==> src/design/rcfd_pkg.sv <==
// Shared types, constants and functions for the RC frame CRC-8 channel decoder.
// No dependencies; imported by every module of the decoder.
package rcfd_pkg;

  localparam int FRAME_BYTES_DEF = 18;
  localparam int QUEUE_DEPTH_DEF = 4;
  localparam int NUM_CH          = 8;
  localparam int IDX_W           = 7;
  localparam int CHAN_W          = 11;

  localparam logic [7:0]        CRC_POLY        = 8'hD5;
  localparam logic [7:0]        START_BYTE_RST  = 8'd126;
  localparam logic [CHAN_W-1:0] CHAN_BASE       = 11'd988;
  localparam logic [CHAN_W-1:0] CHAN_RST        = 11'd1500;

  typedef logic [NUM_CH-1:0][CHAN_W-1:0] chan_arr_t;

  // One command from the front to the back: a data byte to store or the end of a frame.
  typedef struct packed {
    logic             is_end;
    logic             crc_ok;
    logic [IDX_W-1:0] idx;
    logic [7:0]       data;
  } cmd_t;

  function automatic logic [7:0] crc8_update(input logic [7:0] crc, input logic [7:0] b);
    logic [7:0] c;
    c = crc ^ b;
    for (int k = 0; k < 8; k++) begin
      c = c[7] ? ((c << 1) ^ CRC_POLY) : (c << 1);
    end
    return c;
  endfunction

  // The pair is big-endian; only its low 11 bits count, halved.
  function automatic logic [CHAN_W-1:0] chan_value(input logic [7:0] hi, input logic [7:0] lo);
    return CHAN_BASE + CHAN_W'({hi[2:0], lo[7:1]});
  endfunction

endpackage

==> src/design/rcfd_front.sv <==
// Front end of the decoder: accepts bytes, tracks the frame state and the CRC.
// Depends on rcfd_pkg; pushes store and end-of-frame commands into rcfd_queue.
module rcfd_front #(
  parameter int FRAME_BYTES = rcfd_pkg::FRAME_BYTES_DEF
) (
  input  logic          clk,
  input  logic          rst_n,
  input  logic          in_tvalid,
  input  logic          in_tready,
  input  logic [7:0]    in_byte,
  input  logic [7:0]    start_byte,
  output logic          push,
  output rcfd_pkg::cmd_t push_cmd
);
  import rcfd_pkg::*;

  typedef enum logic [3:0] {
    ST_HUNT = 4'b0001,
    ST_DATA = 4'b0010,
    ST_CRC  = 4'b0100,
    ST_END  = 4'b1000
  } state_t;

  state_t           state_r, state_nxt;
  logic [IDX_W-1:0] idx_r, idx_nxt, idx_inc;
  logic [7:0]       crc_r, crc_nxt;
  logic             accept;
  logic             is_start;

  assign accept   = in_tvalid && in_tready;
  assign is_start = (in_byte == start_byte);
  assign idx_inc  = idx_r + IDX_W'(1);

  always_comb begin
    state_nxt = state_r;
    idx_nxt   = idx_r;
    crc_nxt   = crc_r;
    push      = 1'b0;
    push_cmd  = '0;
    if (accept) begin
      unique case (state_r)
        ST_HUNT: begin
          if (is_start) begin
            state_nxt = ST_DATA;
            idx_nxt   = '0;
            crc_nxt   = '0;
          end
        end
        ST_DATA: begin
          if (is_start) begin
            idx_nxt = '0;
            crc_nxt = '0;
          end else begin
            push          = 1'b1;
            push_cmd.idx  = idx_r;
            push_cmd.data = in_byte;
            crc_nxt       = crc8_update(crc_r, in_byte);
            idx_nxt       = idx_inc;
            if (idx_inc >= IDX_W'(FRAME_BYTES)) begin
              state_nxt = ST_CRC;
            end
          end
        end
        ST_CRC: begin
          push            = 1'b1;
          push_cmd.is_end = 1'b1;
          push_cmd.crc_ok = (crc_r == in_byte);
          state_nxt       = ST_END;
        end
        ST_END: begin
          if (is_start) begin
            state_nxt = ST_HUNT;
          end
        end
        default: state_nxt = ST_HUNT;
      endcase
    end
  end

  always_ff @(posedge clk) begin
    if (!rst_n) begin
      state_r <= ST_HUNT;
      idx_r   <= '0;
      crc_r   <= '0;
    end else begin
      state_r <= state_nxt;
      idx_r   <= idx_nxt;
      crc_r   <= crc_nxt;
    end
  end

endmodule

==> src/design/rcfd_queue.sv <==
// Short command queue between the front and the back of the decoder.
// Depends on rcfd_pkg for the command type.
module rcfd_queue #(
  parameter int DEPTH = rcfd_pkg::QUEUE_DEPTH_DEF
) (
  input  logic           clk,
  input  logic           rst_n,
  input  logic           push,
  input  rcfd_pkg::cmd_t push_cmd,
  output logic           full,
  input  logic           pop,
  output logic           valid,
  output rcfd_pkg::cmd_t head_cmd
);
  import rcfd_pkg::*;

  localparam int PW = (DEPTH > 1) ? $clog2(DEPTH) : 1;
  localparam int CW = $clog2(DEPTH + 1);

  cmd_t          entries_r [DEPTH];
  logic [PW-1:0] wr_ptr_r, wr_ptr_nxt;
  logic [PW-1:0] rd_ptr_r, rd_ptr_nxt;
  logic [CW-1:0] count_r, count_nxt;

  assign full     = (count_r == CW'(DEPTH));
  assign valid    = (count_r != '0);
  assign head_cmd = entries_r[rd_ptr_r];

  always_comb begin
    wr_ptr_nxt = wr_ptr_r;
    rd_ptr_nxt = rd_ptr_r;
    count_nxt  = count_r;
    if (push) begin
      wr_ptr_nxt = (wr_ptr_r == PW'(DEPTH - 1)) ? '0 : wr_ptr_r + PW'(1);
    end
    if (pop) begin
      rd_ptr_nxt = (rd_ptr_r == PW'(DEPTH - 1)) ? '0 : rd_ptr_r + PW'(1);
    end
    if (push && !pop) begin
      count_nxt = count_r + CW'(1);
    end else if (pop && !push) begin
      count_nxt = count_r - CW'(1);
    end
  end

  always_ff @(posedge clk) begin
    if (push) begin
      entries_r[wr_ptr_r] <= push_cmd;
    end
  end

  always_ff @(posedge clk) begin
    if (!rst_n) begin
      wr_ptr_r <= '0;
      rd_ptr_r <= '0;
      count_r  <= '0;
    end else begin
      wr_ptr_r <= wr_ptr_nxt;
      rd_ptr_r <= rd_ptr_nxt;
      count_r  <= count_nxt;
    end
  end

endmodule

==> src/design/rcfd_back.sv <==
// Back end of the decoder: keeps the channel bytes of the frame, loads channels
// on a good CRC and holds the result beat. Depends on rcfd_pkg.
module rcfd_back #(
  parameter int FRAME_BYTES = rcfd_pkg::FRAME_BYTES_DEF
) (
  input  logic                clk,
  input  logic                rst_n,
  input  logic                q_valid,
  input  rcfd_pkg::cmd_t      q_cmd,
  output logic                q_pop,
  output logic                out_tvalid,
  input  logic                out_tready,
  output logic                out_crc_ok,
  output rcfd_pkg::chan_arr_t out_chans
);
  import rcfd_pkg::*;

  // Only bytes 1..16 of a frame carry channel pairs.
  localparam int STORE_N = (FRAME_BYTES - 1 < 2 * NUM_CH) ? FRAME_BYTES - 1 : 2 * NUM_CH;

  logic [7:0]        store_r [STORE_N];
  logic [CHAN_W-1:0] chan_r  [NUM_CH];
  logic              out_valid_r, out_valid_nxt;
  logic              ok_r;
  logic              store_en;
  logic              load_en;

  assign q_pop    = q_valid && (!q_cmd.is_end || !out_valid_r || out_tready);
  assign store_en = q_pop && !q_cmd.is_end;
  assign load_en  = q_pop && q_cmd.is_end && q_cmd.crc_ok;

  always_ff @(posedge clk) begin
    for (int j = 0; j < STORE_N; j++) begin
      if (store_en && (q_cmd.idx == IDX_W'(j + 1))) begin
        store_r[j] <= q_cmd.data;
      end
    end
  end

  for (genvar ch = 0; ch < NUM_CH; ch++) begin : g_chan
    if (2 * ch + 2 < FRAME_BYTES) begin : g_load
      always_ff @(posedge clk) begin
        if (!rst_n) begin
          chan_r[ch] <= CHAN_RST;
        end else if (load_en) begin
          chan_r[ch] <= chan_value(store_r[2 * ch], store_r[2 * ch + 1]);
        end
      end
    end else begin : g_hold
      always_ff @(posedge clk) begin
        if (!rst_n) begin
          chan_r[ch] <= CHAN_RST;
        end
      end
    end
    assign out_chans[ch] = chan_r[ch];
  end

  // Channels change only when an end command pops, which needs the result register free or being read out.
  always_comb begin
    out_valid_nxt = out_valid_r;
    if (q_pop && q_cmd.is_end) begin
      out_valid_nxt = 1'b1;
    end else if (out_tready) begin
      out_valid_nxt = 1'b0;
    end
  end

  always_ff @(posedge clk) begin
    if (q_pop && q_cmd.is_end) begin
      ok_r <= q_cmd.crc_ok;
    end
  end

  always_ff @(posedge clk) begin
    if (!rst_n) begin
      out_valid_r <= 1'b0;
    end else begin
      out_valid_r <= out_valid_nxt;
    end
  end

  assign out_tvalid = out_valid_r;
  assign out_crc_ok = ok_r;

endmodule

==> src/design/rc_frame_crc8_channel_decoder.sv <==
// RC frame decoder with CRC-8 check: one received byte per input beat.
// Throughput is one byte per cycle; the front takes a byte whenever the command queue has room.
// The result beat shows on out_tvalid once the end command has passed the command queue and the result register.
// A waiting result stalls the next end-of-frame command at the queue head and every command behind it.
// Synchronous active-low reset: hunting for a start byte, channels at 1500, start byte 126.
module rc_frame_crc8_channel_decoder #(
  parameter int FRAME_BYTES = rcfd_pkg::FRAME_BYTES_DEF,
  parameter int QUEUE_DEPTH = rcfd_pkg::QUEUE_DEPTH_DEF
) (
  input  logic        clk,
  input  logic        rst_n,
  input  logic        in_tvalid,
  output logic        in_tready,
  input  logic [7:0]  in_tdata,    // [7:0] rx_byte
  output logic        out_tvalid,
  input  logic        out_tready,
  output logic [87:0] out_tdata,   // chan0 [10:0] up to chan7 [87:77]
  output logic        out_tuser,   // [0] crc_ok
  input  logic        cfg_psel,
  input  logic        cfg_penable,
  input  logic        cfg_pwrite,
  input  logic [2:0]  cfg_paddr,
  input  logic [31:0] cfg_pwdata,
  output logic [31:0] cfg_prdata,
  output logic        cfg_pready
);
  import rcfd_pkg::*;

  localparam logic REG_START_BYTE = 1'b0;

  logic      [7:0] start_byte_r;
  logic            cfg_wr;
  logic            push;
  cmd_t            push_cmd;
  logic            q_full;
  logic            q_pop;
  logic            q_valid;
  cmd_t            q_cmd;
  chan_arr_t       chans;

  assign cfg_pready = 1'b1;
  assign cfg_wr     = cfg_psel && cfg_penable && cfg_pwrite && cfg_pready;
  assign cfg_prdata = (cfg_paddr[2] == REG_START_BYTE) ? {24'd0, start_byte_r} : 32'd0;

  always_ff @(posedge clk) begin
    if (!rst_n) begin
      start_byte_r <= START_BYTE_RST;
    end else if (cfg_wr && (cfg_paddr[2] == REG_START_BYTE)) begin
      start_byte_r <= cfg_pwdata[7:0];
    end
  end

  assign in_tready = !q_full;

  rcfd_front #(
    .FRAME_BYTES(FRAME_BYTES)
  ) u_front (
    .clk       (clk),
    .rst_n     (rst_n),
    .in_tvalid (in_tvalid),
    .in_tready (in_tready),
    .in_byte   (in_tdata),
    .start_byte(start_byte_r),
    .push      (push),
    .push_cmd  (push_cmd)
  );

  rcfd_queue #(
    .DEPTH(QUEUE_DEPTH)
  ) u_queue (
    .clk     (clk),
    .rst_n   (rst_n),
    .push    (push),
    .push_cmd(push_cmd),
    .full    (q_full),
    .pop     (q_pop),
    .valid   (q_valid),
    .head_cmd(q_cmd)
  );

  rcfd_back #(
    .FRAME_BYTES(FRAME_BYTES)
  ) u_back (
    .clk       (clk),
    .rst_n     (rst_n),
    .q_valid   (q_valid),
    .q_cmd     (q_cmd),
    .q_pop     (q_pop),
    .out_tvalid(out_tvalid),
    .out_tready(out_tready),
    .out_crc_ok(out_tuser),
    .out_chans (chans)
  );

  assign out_tdata = chans;

endmodule
==> config.mk <==
export PLATFORM = sky130hd
export DESIGN_NAME = rc_frame_crc8_channel_decoder
export DESIGN_NICKNAME = d
export VERILOG_FILES = /design/src/design/rcfd_pkg.sv /design/src/design/rcfd_front.sv /design/src/design/rcfd_queue.sv /design/src/design/rcfd_back.sv /design/src/design/rc_frame_crc8_channel_decoder.sv
export SDC_FILE = /design/constraint.sdc
export NUM_CORES = 1
export LEC_CHECK = 0
export BUFFER_PORTS_ARGS = -buffer_cell sky130_fd_sc_hd__buf_4
export CORE_UTILIZATION = 40
export CTS_BUF_LIST = sky130_fd_sc_hd__clkbuf_16
export DETAILED_ROUTE_END_ITERATION = 12
export SYNTH_ARGS = -nofsm -noshare
export SYNTH_HDL_FRONTEND = slang
export SYNTH_SLANG_ARGS = --single-unit
==> constraint.sdc <==
create_clock -name clk -period 4.7 [get_ports clk]
set_input_delay 0.94 -clock clk [delete_from_list [all_inputs] [get_ports clk]]
set_output_delay 0.94 -clock clk [all_outputs]
set_load 0.02 [all_outputs]
==> reports/metrics.csv <==
stage,metric,value,unit
outcome,outcome,finished clean,
detailed_routing,wl_per_cell,15.9,um
global_route,grt_use_total,0.148,
detailed_routing,ant_nets,0,
synthesis,async_reset_ff_frac,0,
clock_network,ctsLongestPathBuffers,3,
placed_design,pre_cts_slack,1.45,ns
timing,fin_ws,1.80,ns
synthesis,synthCells,825,
synthesis,ys_ff_latch,274,
timing,rsz0062_at_grt,no,
synthesis,yosysWarnings,0,
detailed_routing,vias_per_cell,4.81,
timing,period_needed,2.90,ns
die,start_util,0.410,
timing,fin_skew,0.0305,ns
detailed_routing,drtIter0Drc,429,
worst_setup_path,cp.required,5.16,ns
clock_network,path_clk_slew,0.06,ns
synthesis,synth_mux_area_frac,0.0313,
detailed_routing,remaining_drc_errors,0,
synthesis,synth_fa_ha_area_frac,0.0203,
placed_design,gp_congestion,0.804,
global_route,grt_pass1_vias,6178,
die,die-area,29300,sq um
finish,nets,1025,
timing,fmaxAchievable,345,MHz
power_and_ir_drop,powerDensity,464,nW/um^2
die,die-width,171,um
min_path,holdPathStages,2,
finish,layout-drive-gt1-share,0.195,
die,io_pins,174,
finish,diodes,0,
global_route,antenna_found_initial,0,
clock_network,clock-root-buffer,clkbuf_16,
worst_setup_path,cp_num_cells,11,
timing,max_slew_margin,0.297,
synthesis,synthSimpleGateAreaFrac,0.133,
worst_setup_path,critPathCaptureType,register,
global_route,gr-total-overflow,0,
timing,timing.final.crit_share,0.616,
min_path,min_path_type,register to register,
timing,fin_tns_setup,0,ns
finish,multiInputGateArea,3280,sq um
placed_design,hpwl,14400,um
worst_setup_path,crit_slowest_cell,or4b_4,
clock_network,ctsResizeCount,0,
timing,hold_viol,0,
synthesis,syn_area,11400,sq um
die,rows,61,
global_route,grt_pass1_wl,33200,um
clock_network,htreeDepth,1,
clock_network,post_cts_buffers,0,
detailed_routing,drt_wl_total,21500,um
worst_setup_path,crit_chain,or4b_4 > inv_2 > o211ai_1 > buf_4 > nand2_1 > ha_1 > inv_1 > fa_1 > xor2_1 > or3_1 > a21oi_1,
clock_network,cts_tree,yes,
placed_design,io_buffers,122,
worst_setup_path,cp_max_fo,12,
power_and_ir_drop,ir_drop,0.000272,V
synthesis,synth_top_area_share,0.622,
synthesis,synth_edf_count,237,
timing,final_max_slew_viol_count,0,
worst_setup_path,cpPeakStageDelay,0.53,ns
finish,regArea,7860,sq um
worst_setup_path,worstSetupPathType,register to register,
clock_network,cts.sinks,274,
worst_setup_path,cp.buffers_inverters,3,
finish,area_growth,19.1,%
worst_setup_path,critPathArrivalTime,3.35,ns
synthesis,ys.flop_type,edfxtp_1,
worst_setup_path,reg2reg_depth,11,
detailed_routing,dr.pass1.iters,5,
synthesis,synth_top_family_by_area,simple AND/OR/NAND/NOR gates,
worst_setup_path,cp_top_family,simple AND/OR/NAND/NOR gates,
die,core_area,27900,sq um
flow_run,drv_cap,0,
timing,worstMarginPinSlew,1.05,ns
worst_setup_path,cp-start-kind,register,
synthesis,synth.avg_cell_area,13.9,sq um
global_route,grt_max_degree,73,
clock_network,cts-buffers-inserted,28,
clock_network,ctsHoldBuffers,0,
finish,fillCellCount,2470,
clock_network,insertion_delay,0.55,ns
synthesis,synth_xor_area_frac,0.0542,
power_and_ir_drop,p_leak,4.78,nW
synthesis,synthDistinctLibCells,55,
die,fp.dieH,171,um
detailed_routing,vias,6512,
timing,setup_viol,0,
synthesis,synth_compound_area_frac,0.0386,
synthesis,ys_seq_area_frac,0.687,
synthesis,synth.area.top_cells,"edfxtp_1 62%, dfxtp_1 6.5%, xnor2_1 4.8%",
synthesis,yosysTopAreaCell,edfxtp_1,
## worst register-to-register path, cell delays in order, from the launching register on
cell and delay [ns]:
dfxtp_1 0.46, or4b_4 0.53, inv_2 0.09, o211ai_1 0.09
buf_4 0.20, nand2_1 0.18, ha_1 0.22, inv_1 0.06
fa_1 0.37, xor2_1 0.18, or3_1 0.30, a21oi_1 0.14
## layout by cell type, fill, tap and decap left out, types with 8 or more instances in the layout
cell / instances
a21oi_1: 17
ha_1: 17
nor3_1: 18
dfxtp_1: 37
buf_4: 128
nand2_1: 77
clkbuf_16: 28
nand2b_1: 19
xnor2_1: 63
inv_1: 30
nor2b_1: 11
edfxtp_1: 237
nor4_1: 18
nor2_1: 68
nand3_1: 29
and2_1: 35
a211oi_1: 10
o31a_1: 8
mux4_2: 15
conb_1: 25
## synthesized netlist by cell type, types with 12 or more instances
| library cell | count |
|---|---|
| mux4_2 | 15 |
| a21oi_1 | 17 |
| nor4_1 | 18 |
| and2_1 | 35 |
| ha_1 | 17 |
| nor3_1 | 18 |
| dfxtp_1 | 37 |
| nor2_1 | 68 |
| inv_1 | 24 |
| edfxtp_1 | 237 |
| buf_4 | 27 |
| xnor2_1 | 63 |
| buf_2 | 12 |
| nand2_1 | 78 |
| nand3_1 | 29 |
| nand2b_1 | 19 |
## cell type report
type                            count  area share
Sequential cell                   274       0.577
Multi-Input combinational cell    498       0.241
Timing Repair Buffer              129      0.0720
Clock buffer                       28      0.0514
Tap cell                          378      0.0347
Clock inverter                     22      0.0174
Inverter                           26     0.00716
## path summary, 6_finish.rpt
kind | from | end | slack, ns
worst max-delay path | u_front.state_r[1] | u_queue.count_r[2] | 1.80
worst min-delay path | start_byte_r[5] | start_byte_r[5] | 0.49
worst max register to register | u_front.state_r[1] | u_queue.count_r[2] | 1.80
worst min register to register | start_byte_r[5] | start_byte_r[5] | 0.49
## kinds of logic after synthesis
| family | count (synthesis) |
|---|---|
| xor gates and xnor gates | 70 |
| DFF | 274 |
| and+or+nand+nor | 303 |
| AOI/OAI and AO/OA | 65 |
| muxes | 17 |
| other | 2 |
| buffers and inverters | 76 |
| adders and majority gates | 18 |
## state kept, by name, summed over array words and instances (netlist names), named ones only
| name | cells |
|---|---|
| u_back.store_r | 80 |
| u_queue.rd_ptr_r | 2 |
| u_front.idx_r | 7 |
| start_byte_r | 8 |
| u_back.out_tvalid | 1 |
| u_queue.count_r | 3 |
| u_back.chan_r | 88 |
| u_front.state_r | 4 |
| u_queue.entries_r | 68 |
| u_front.crc_r | 8 |
| u_queue.wr_ptr_r | 2 |
| u_back.out_crc_ok | 1 |
## power breakdown
group | total, W | switching, W | internal [W]
clock network | 0.00223 | 0.000882 | 0.00135
logic | 0.00108 | 0.000654 | 0.000430
registers | 0.00300 | 0.000107 | 0.00289
total | 0.00632 | 0.00164 | 0.00467
## routing by layer
layer | vias up | share of wire | routed length, um | global-route usage
met5 | - | 0 | 0 | 0
met4 | 0 | 0.019 | 405 | 0.0369
met3 | 28 | 0.048 | 1040 | 0.0248
met2 | 159 | 0.48 | 10400 | 0.254
met1 | 3109 | 0.45 | 9670 | 0.195
li1 | 3216 | - | - | -
## metrics by stage
stage / power (W) / hold slack, ns / utilization / cells / area, sq um
2_1_floorplan: 0.00369 / 0.457 / - / 848 / 11500
3_3_place_gp: 0.00415 / 0.474 / 0.454 / 1305 / 12700
3_5_place_dp: 0.00416 / 0.482 / 0.454 / 1305 / 12700
4_1_cts: 0.00639 / 0.492 / 0.488 / 1355 / 13600
5_1_grt: 0.00657 / 0.504 / 0.488 / 1355 / 13600
6_report: 0.00632 / 0.494 / 0.488 / 1355 / 13600
Note: power is estimated with default switching activity, not from simulation.
